==> src/hdl/sudf_pkg.sv <==
// Package for the stepper UART datagram framer: action and result codes,
// datagram constants, the CRC8 byte update and the structs between modules.
// No dependencies.
`default_nettype none

package sudf_pkg;

  localparam logic [1:0] ACT_WRITE = 2'd0;
  localparam logic [1:0] ACT_READ  = 2'd1;
  localparam logic [1:0] ACT_RX    = 2'd2;

  localparam logic KIND_TX    = 1'b0;
  localparam logic KIND_REPLY = 1'b1;

  localparam logic [7:0] SYNC_BYTE = 8'h05;
  localparam logic [7:0] CRC_POLY  = 8'h07;

  // Byte positions within a datagram
  localparam logic [2:0] POS_SYNC  = 3'd0;
  localparam logic [2:0] POS_NODE  = 3'd1;
  localparam logic [2:0] POS_REG   = 3'd2;
  localparam logic [2:0] POS_DATA0 = 3'd3;
  localparam logic [2:0] POS_DATA1 = 3'd4;
  localparam logic [2:0] POS_DATA2 = 3'd5;
  localparam logic [2:0] POS_DATA3 = 3'd6;
  localparam logic [2:0] POS_CRC_W = 3'd7;
  localparam logic [2:0] POS_CRC_R = 3'd3;

  typedef struct packed {
    logic [7:0] data;
    logic       last;
  } tx_beat_t;

  typedef struct packed {
    logic        complete;
    logic [31:0] value;
    logic [6:0]  register_addr;
    logic        crc_error;
  } rx_reply_t;

  // CRC8, poly 0x07, data fed least significant bit first
  function automatic logic [7:0] crc8_feed(input logic [7:0] crc_in,
                                           input logic [7:0] data);
    logic [7:0] c;
    logic [7:0] d;
    c = crc_in;
    d = data;
    for (int j = 0; j < 8; j++) begin
      if (c[7] ^ d[0]) begin
        c = {c[6:0], 1'b0} ^ CRC_POLY;
      end else begin
        c = {c[6:0], 1'b0};
      end
      d = {1'b0, d[7:1]};
    end
    return c;
  endfunction

endpackage

`default_nettype wire

==> src/hdl/sudf_in_if.sv <==
// Input channel of the datagram framer: valid/ready plus one request or
// received byte. No dependencies.
`default_nettype none

interface sudf_in_if;
  logic        valid;
  logic        ready;
  logic [1:0]  action;
  logic [6:0]  reg_address;
  logic [31:0] write_value;
  logic [7:0]  rx_byte;

  modport source (output valid, output action, output reg_address,
                  output write_value, output rx_byte, input ready);
  modport sink (input valid, input action, input reg_address,
                input write_value, input rx_byte, output ready);
endinterface

`default_nettype wire

==> src/hdl/sudf_out_if.sv <==
// Output channel of the datagram framer: valid/ready plus one transmit byte
// or completed reply. No dependencies.
`default_nettype none

interface sudf_out_if;
  logic        valid;
  logic        ready;
  logic        kind;
  logic [7:0]  tx_byte;
  logic        last;
  logic [31:0] read_value;
  logic [6:0]  reply_register;
  logic        crc_error;

  modport source (output valid, output kind, output tx_byte, output last,
                  output read_value, output reply_register, output crc_error,
                  input ready);
  modport sink (input valid, input kind, input tx_byte, input last,
                input read_value, input reply_register, input crc_error,
                output ready);
endinterface

`default_nettype wire

==> src/hdl/sudf_tx_framer.sv <==
// Request serializer: walks the datagram byte by byte and keeps a running
// CRC8 over the bytes already sent. Depends on sudf_pkg.
`default_nettype none

module sudf_tx_framer (
  input  wire logic            clk,
  input  wire logic            rst,
  input  wire logic            advance,
  input  wire logic            is_write,
  input  wire logic [6:0]      reg_address,
  input  wire logic [31:0]     write_value,
  input  wire logic [7:0]      node_address,
  output sudf_pkg::tx_beat_t   beat
);
  import sudf_pkg::*;

  logic [2:0] byte_idx;
  logic [7:0] crc;
  logic [7:0] body_byte;

  always_comb begin
    case (byte_idx)
      POS_SYNC:  body_byte = SYNC_BYTE;
      POS_NODE:  body_byte = node_address;
      POS_REG:   body_byte = {is_write, reg_address};
      POS_DATA0: body_byte = write_value[31:24];
      POS_DATA1: body_byte = write_value[23:16];
      POS_DATA2: body_byte = write_value[15:8];
      POS_DATA3: body_byte = write_value[7:0];
      default:   body_byte = 8'h00;
    endcase
  end

  assign beat.last = is_write ? (byte_idx == POS_CRC_W) : (byte_idx == POS_CRC_R);
  assign beat.data = beat.last ? crc : body_byte;

  always_ff @(posedge clk) begin
    if (rst) begin
      byte_idx <= POS_SYNC;
      crc      <= 8'h00;
    end else if (advance) begin
      if (beat.last) begin
        byte_idx <= POS_SYNC;
        crc      <= 8'h00;
      end else begin
        byte_idx <= byte_idx + 3'd1;
        crc      <= crc8_feed(crc, body_byte);
      end
    end
  end

  a_restart_after_last: assert property (@(posedge clk) disable iff (rst)
    (advance && beat.last) |=> (byte_idx == POS_SYNC && crc == 8'h00))
    else $error("framer did not restart after the CRC byte");

endmodule

`default_nettype wire

==> src/hdl/sudf_rx_deframer.sv <==
// Reply receiver: counts reply bytes, captures register and data bytes and
// runs the CRC8 over the first seven. Depends on sudf_pkg.
`default_nettype none

module sudf_rx_deframer (
  input  wire logic            clk,
  input  wire logic            rst,
  input  wire logic            take,
  input  wire logic            clear,
  input  wire logic [7:0]      rx_byte,
  output sudf_pkg::rx_reply_t  reply
);
  import sudf_pkg::*;

  logic [2:0]  rx_count;
  logic [7:0]  rx_crc;
  logic [31:0] rx_data;
  logic [6:0]  rx_register;

  assign reply.complete      = (rx_count == POS_CRC_W);
  assign reply.value         = rx_data;
  assign reply.register_addr = rx_register;
  assign reply.crc_error     = (rx_byte != rx_crc);

  always_ff @(posedge clk) begin
    if (rst || clear) begin
      rx_count    <= 3'd0;
      rx_crc      <= 8'h00;
      rx_data     <= 32'h0;
      rx_register <= 7'h0;
    end else if (take) begin
      if (reply.complete) begin
        // data and register are kept; the next reply overwrites them
        rx_count <= 3'd0;
        rx_crc   <= 8'h00;
      end else begin
        rx_count <= rx_count + 3'd1;
        rx_crc   <= crc8_feed(rx_crc, rx_byte);
        if (rx_count == POS_REG) begin
          rx_register <= rx_byte[6:0];
        end else if (rx_count >= POS_DATA0) begin
          rx_data <= {rx_data[23:0], rx_byte};
        end
      end
    end
  end

  a_wrap_after_crc: assert property (@(posedge clk) disable iff (rst)
    (take && !clear && reply.complete) |=> (rx_count == 3'd0 && rx_crc == 8'h00))
    else $error("reply counter did not wrap after the CRC byte");

endmodule

`default_nettype wire

==> src/hdl/stepper_uart_datagram_framer_unit.sv <==
// Stepper UART datagram framer top level: input register, request
// serializer, reply receiver and output register.
// Depends on sudf_pkg, sudf_in_if, sudf_out_if, sudf_tx_framer, sudf_rx_deframer.
//
// Usage:
//   in_ch carries one item per transfer: a write request (action 0), a read
//   request (action 1) or one received reply byte (action 2); action 3 is
//   dropped. out_ch carries transmit bytes (kind 0, last set on the CRC byte)
//   and completed replies (kind 1) after the eighth reply byte.
//   cfg_wr_en/cfg_wr_data set the node address; write it only while idle.
// Timing:
//   An accepted item reaches the input register; its first result goes to the
//   output register once that is free. A write request holds the input
//   register for its 8 datagram bytes and a read request for its 4, one byte
//   per cycle while out_ch.ready stays high, set by the single byte-wide
//   output register. Reply bytes stream at one per cycle; only the eighth
//   waits for a free output register. A read request clears the reply receiver.
// Reset (rst, synchronous): empties both registers, zeroes the node address,
//   the byte counter and the reply receiver.
// Stall: while out_ch.ready is low the output register holds its transfer;
//   reply bytes that give no result and dropped action-3 items still drain;
//   anything else waits and in_ch.ready drops once the input register is full.
`default_nettype none

module stepper_uart_datagram_framer_unit (
  input  wire logic       clk,
  input  wire logic       rst,
  input  wire logic       cfg_wr_en,
  input  wire logic [7:0] cfg_wr_data,
  sudf_in_if.sink         in_ch,
  sudf_out_if.source      out_ch
);
  import sudf_pkg::*;

  logic [7:0] node_address;

  logic        cur_valid;
  logic [1:0]  cur_action;
  logic [6:0]  cur_reg;
  logic [31:0] cur_value;
  logic [7:0]  cur_rxb;

  logic        o_valid;
  logic        o_kind;
  logic [7:0]  o_tx;
  logic        o_last;
  logic [31:0] o_val;
  logic [6:0]  o_reg;
  logic        o_err;

  tx_beat_t  beat;
  rx_reply_t reply;

  logic is_req;
  logic is_rx;
  logic emits;
  logic out_free;
  logic step;
  logic cur_done;
  logic in_take;

  assign is_req   = (cur_action == ACT_WRITE) || (cur_action == ACT_READ);
  assign is_rx    = (cur_action == ACT_RX);
  assign emits    = is_req || (is_rx && reply.complete);
  assign out_free = !o_valid || out_ch.ready;
  assign step     = cur_valid && (out_free || !emits);
  assign cur_done = is_req ? beat.last : 1'b1;

  assign in_ch.ready = !cur_valid || (step && cur_done);
  assign in_take     = in_ch.valid && in_ch.ready;

  sudf_tx_framer u_framer (
    .clk          (clk),
    .rst          (rst),
    .advance      (step && is_req),
    .is_write     (cur_action == ACT_WRITE),
    .reg_address  (cur_reg),
    .write_value  (cur_value),
    .node_address (node_address),
    .beat         (beat)
  );

  sudf_rx_deframer u_deframer (
    .clk     (clk),
    .rst     (rst),
    .take    (step && is_rx),
    .clear   (step && cur_action == ACT_READ),
    .rx_byte (cur_rxb),
    .reply   (reply)
  );

  always_ff @(posedge clk) begin
    if (rst) begin
      node_address <= 8'h00;
    end else if (cfg_wr_en) begin
      node_address <= cfg_wr_data;
    end
  end

  always_ff @(posedge clk) begin
    if (rst) begin
      cur_valid <= 1'b0;
    end else if (in_take) begin
      cur_valid <= 1'b1;
    end else if (step && cur_done) begin
      cur_valid <= 1'b0;
    end
  end

  always_ff @(posedge clk) begin
    if (in_take) begin
      cur_action <= in_ch.action;
      cur_reg    <= in_ch.reg_address;
      cur_value  <= in_ch.write_value;
      cur_rxb    <= in_ch.rx_byte;
    end
  end

  always_ff @(posedge clk) begin
    if (rst) begin
      o_valid <= 1'b0;
    end else if (step && emits) begin
      o_valid <= 1'b1;
    end else if (out_ch.ready) begin
      o_valid <= 1'b0;
    end
  end

  always_ff @(posedge clk) begin
    if (step && emits) begin
      if (is_req) begin
        o_kind <= KIND_TX;
        o_tx   <= beat.data;
        o_last <= beat.last;
        o_val  <= 32'h0;
        o_reg  <= 7'h0;
        o_err  <= 1'b0;
      end else begin
        o_kind <= KIND_REPLY;
        o_tx   <= 8'h00;
        o_last <= 1'b0;
        o_val  <= reply.value;
        o_reg  <= reply.register_addr;
        o_err  <= reply.crc_error;
      end
    end
  end

  assign out_ch.valid          = o_valid;
  assign out_ch.kind           = o_kind;
  assign out_ch.tx_byte        = o_tx;
  assign out_ch.last           = o_last;
  assign out_ch.read_value     = o_val;
  assign out_ch.reply_register = o_reg;
  assign out_ch.crc_error      = o_err;

  a_reply_not_last: assert property (@(posedge clk) disable iff (rst)
    (o_valid && o_kind == KIND_REPLY) |-> !o_last)
    else $error("completed reply flagged as last byte");

  a_take_only_when_free: assert property (@(posedge clk) disable iff (rst)
    (in_take && cur_valid) |-> (step && cur_done))
    else $error("input register overwritten while busy");

  a_no_overwrite_out: assert property (@(posedge clk) disable iff (rst)
    (o_valid && !out_ch.ready) |-> !(step && emits))
    else $error("output register overwritten while stalled");

endmodule

`default_nettype wire
==> src/flat_wrapper.sv <==
// flat-port wrapper written by rule: the top's interface ports become plain ports
module stepper_uart_datagram_framer_unit_flat import sudf_pkg::*;
  (clk, rst, cfg_wr_en, cfg_wr_data, in_ch_valid, in_ch_action, in_ch_reg_address, in_ch_write_value, in_ch_rx_byte, in_ch_ready, out_ch_valid, out_ch_kind, out_ch_tx_byte, out_ch_last, out_ch_read_value, out_ch_reply_register, out_ch_crc_error, out_ch_ready);
  sudf_in_if in_ch_i ();
  sudf_out_if out_ch_i ();
  input  wire logic clk;
  input  wire logic rst;
  input  wire logic cfg_wr_en;
  input  wire logic [7:0] cfg_wr_data;
  input wire logic [$bits(in_ch_i.valid)-1:0] in_ch_valid;
  input wire logic [$bits(in_ch_i.action)-1:0] in_ch_action;
  input wire logic [$bits(in_ch_i.reg_address)-1:0] in_ch_reg_address;
  input wire logic [$bits(in_ch_i.write_value)-1:0] in_ch_write_value;
  input wire logic [$bits(in_ch_i.rx_byte)-1:0] in_ch_rx_byte;
  output wire logic [$bits(in_ch_i.ready)-1:0] in_ch_ready;
  output wire logic [$bits(out_ch_i.valid)-1:0] out_ch_valid;
  output wire logic [$bits(out_ch_i.kind)-1:0] out_ch_kind;
  output wire logic [$bits(out_ch_i.tx_byte)-1:0] out_ch_tx_byte;
  output wire logic [$bits(out_ch_i.last)-1:0] out_ch_last;
  output wire logic [$bits(out_ch_i.read_value)-1:0] out_ch_read_value;
  output wire logic [$bits(out_ch_i.reply_register)-1:0] out_ch_reply_register;
  output wire logic [$bits(out_ch_i.crc_error)-1:0] out_ch_crc_error;
  input wire logic [$bits(out_ch_i.ready)-1:0] out_ch_ready;
  assign in_ch_i.valid = in_ch_valid;
  assign in_ch_i.action = in_ch_action;
  assign in_ch_i.reg_address = in_ch_reg_address;
  assign in_ch_i.write_value = in_ch_write_value;
  assign in_ch_i.rx_byte = in_ch_rx_byte;
  assign in_ch_ready = in_ch_i.ready;
  assign out_ch_valid = out_ch_i.valid;
  assign out_ch_kind = out_ch_i.kind;
  assign out_ch_tx_byte = out_ch_i.tx_byte;
  assign out_ch_last = out_ch_i.last;
  assign out_ch_read_value = out_ch_i.read_value;
  assign out_ch_reply_register = out_ch_i.reply_register;
  assign out_ch_crc_error = out_ch_i.crc_error;
  assign out_ch_i.ready = out_ch_ready;
  stepper_uart_datagram_framer_unit u_core (.clk(clk), .rst(rst), .cfg_wr_en(cfg_wr_en), .cfg_wr_data(cfg_wr_data), .in_ch(in_ch_i), .out_ch(out_ch_i));
endmodule
==> config.mk <==
export PLATFORM = sky130hd
export DESIGN_NAME = stepper_uart_datagram_framer_unit_flat
export DESIGN_NICKNAME = d
export VERILOG_FILES = /design/src/hdl/sudf_pkg.sv /design/src/hdl/sudf_in_if.sv /design/src/hdl/sudf_out_if.sv /design/src/hdl/sudf_tx_framer.sv /design/src/hdl/sudf_rx_deframer.sv /design/src/hdl/stepper_uart_datagram_framer_unit.sv /design/src/flat_wrapper.sv
export SDC_FILE = /design/constraint.sdc
export NUM_CORES = 1
export LEC_CHECK = 0
export BUFFER_PORTS_ARGS = -buffer_cell sky130_fd_sc_hd__buf_2
export CAP_MARGIN = 30
export CORE_MARGIN = 5
export CORE_UTILIZATION = 50
export CTS_CLUSTER_SIZE = 28
export DETAILED_ROUTE_END_ITERATION = 6
export HOLD_SLACK_MARGIN = 0.08
export PLACE_DENSITY = 0.75
export SYNTH_ARGS = -nofsm -noshare
export SYNTH_HDL_FRONTEND = slang
export SYNTH_SLANG_ARGS = --single-unit
export TNS_END_PERCENT = 5
==> constraint.sdc <==
create_clock -name clk -period 4.3 [get_ports clk]
set_clock_uncertainty 0.05 [all_clocks]
set_input_delay 0.215 -clock clk [delete_from_list [all_inputs] [get_ports clk]]
set_output_delay 0.215 -clock clk [all_outputs]
set_load 0.01 [all_outputs]
==> impl_metrics.ini <==
[cells_and_area]
diodes = 0
ff_latch_area_sq_um = 4390
finalNetCount = 781
fillers = 1002
layout_commonest_cell = buf_2
final_cell_mix = buf_2, edfxtp_1, nor2_1
drive_above_1_share = 0.224
syn_to_final_growth_pct = 27.1
multiInputGateArea_sq_um = 2370

[detailed_routing]
via_per_inst = 5.20
first_iter_violations = 354
drc = 0
firstDrtPassIters = 4
wire_per_inst_microns = 16.5
vias = 4693
routed_wl_microns = 14900
ant_nets = 0

[hold_path]
hold_path.class = in2reg

[sta]
report.final.slew_viol_count = 0
tightest_slew_ns = 0.765
finalSetupTns_ns = 0
period_needed_ns = 3.21
timing.final.crit_share = 0.747
slew_headroom = 0.489
timing.fmax_ghz = 0.311
rsz0062_at_grt = false
hold_viol = 0
fin_ws_ns = 1.09
setup_viol_count_final = 0

[clock_tree]
clk_transition_reported_paths_ns = 0.07
cts_resized = 0
cts_num_sinks = 170
postCtsSetupRepairBufs = 0
cts_tree = done
htreeDepth = 4
root_buffer = clkbuf_16
clkLatencyLatePin_ns = 0.43
cts.path.max_buffers = 2
cts_buffers = 17

[floorplan]
core.rowCount = 43
top_level_ports = 114
coreArea_sq_um = 13700
start_util = 0.505
die_h_microns = 128
die_area_sq_um = 16300
die_w_microns = 128

[status]
status = completed

[synth]
ys.warnings.count = 0
synth_edf_count = 99
async_flop_share = 0
synthFlopType = edfxtp_1
synth-seq-area-share = 0.635
synth_area_sq_um = 6920
syn_inst = 544
ys_types = 50
yosys_register_bits = 170
avgSynthCellArea_sq_um = 12.7
syn-num-nets = 615

[worst_setup_path]
critical_path.slowest_cell = dfxtp_1
worstPathCellList = inv_2 > ha_1 > mux2i_1 > buf_4 > inv_1 > o21ai_0 > nand2_1 > buf_2
end_kind = output port
cpPeakStageDelay_ns = 0.82
worstPathMaxFanout = 21
required_ns = 4.03
startpoint_type = flop
path_class = reg2out
worstPathArrival_ns = 2.95

[power_and_ir_drop]
p_per_area_nw_per_um2 = 407
power.static_leakage_nw = 3.48
peakVddDrop_mv = 0.315

[run]
cap_violations = 0

[placed_design]
place_ws_ns = 0.993
place_hpwl_microns = 9420
io_buffers = 113
routabilityCongestion = 0.813

[global_routing]
grt_pass1_wl_microns = 24300
grt_overflow_total = 0
antenna_found_initial = 0
grt_pass1_vias = 4836
grt_usage = 0.192
grt_max_degree = 44
==> where the power goes <==
group	internal [mW]	total (mW)	leakage (nW)	switching (mW)
clock	0.759	1.42	0.272	0.666
combinational	0.165	0.331	1.69	0.166
sequential	1.79	1.83	1.52	0.0443
==> repair_timing <==
item,in CTS,in global routing
endpoints found under the hold margin,58,0
hold buffers,58,0
setup endpoints to repair,0,0
==> layer usage <==
layer	up-vias	GRT usage	wire, microns
li1	2263	-	-
met1	2228	0.240	6160
met2	166	0.309	7210
met3	36	0.0538	1120
met4	0	0.0905	434
met5	-	0	0
==> through the flow <==
step                 util  hold WS (ns)  instance area [sq um]  std cells  power, mW
detailed placement  0.557         0.343                   7650        812       2.15
finish              0.641         0.131                   8800        903       3.59
global route        0.641         0.138                   8800        903       3.72
CTS                 0.640         0.115                   8780        902       3.60
floorplan               -         0.264                   6930        544       2.05
global placement    0.557         0.341                   7650        812       2.13
==> worst max-delay path, delay by kind of cell, from the launching register on <==
family	cells	cell delay (ns)
simple gates	1	0.19
fa+ha+maj	1	0.35
buf+inv	4	0.62
compound gates	1	0.36
flops	1	0.82
mux	1	0.18
==> cell families after synthesis <==
| group | synth area share |
|---|---|
| flops | 0.635 |
| simple gates | 0.103 |
| compound gates | 0.0752 |
| mux | 0.0774 |
| xor+xnor | 0.0676 |
| buf+inv | 0.0260 |
| fa+ha+maj | 0.0163 |
==> cell type report <==
cell class / instances / area share
multi-input combinational: 332 / 0.270
clock buffer: 17 / 0.0483
sequential: 170 / 0.499
tap: 180 / 0.0256
timing repair buffer: 178 / 0.138
inverter: 11 / 0.00469
clock inverter: 15 / 0.0146
==> final timing paths <==
kind,start,endpoint,slack [ns],depth (start not counted)
worst max-delay path,u_core.u_framer.byte_idx[2],in_ch_ready,1.09,8
worst min register to register,u_core.u_deframer.rx_data[29],u_core.u_deframer.rx_data[29],0.43,2
worst max register to register,u_core.u_framer.byte_idx[2],u_core.u_framer.crc[7],1.20,8
worst min-delay path,rst,u_core.node_address[3],0.13,2
==> synth_stat cells (all sizes together), types with 4 or more instances <==
library cell	count	area share
ha	9	0.016
xnor2	28	0.035
mux2i	49	0.071
nor2	82	0.044
buf	7	0.0069
nor3	4	0.0029
xor2	15	0.019
a21oi	20	0.014
a211oi	7	0.0076
inv	11	0.0060
and2	39	0.035
a22o	4	0.0051
o21ai	4	0.0029
clkbuf	24	0.013
dfxtp	71	0.21
a22oi	8	0.0087
mux2	4	0.0065
nand2	16	0.0087
a221oi	7	0.011
edfxtp	99	0.43
Note: power is estimated with default switching activity, not from simulation.
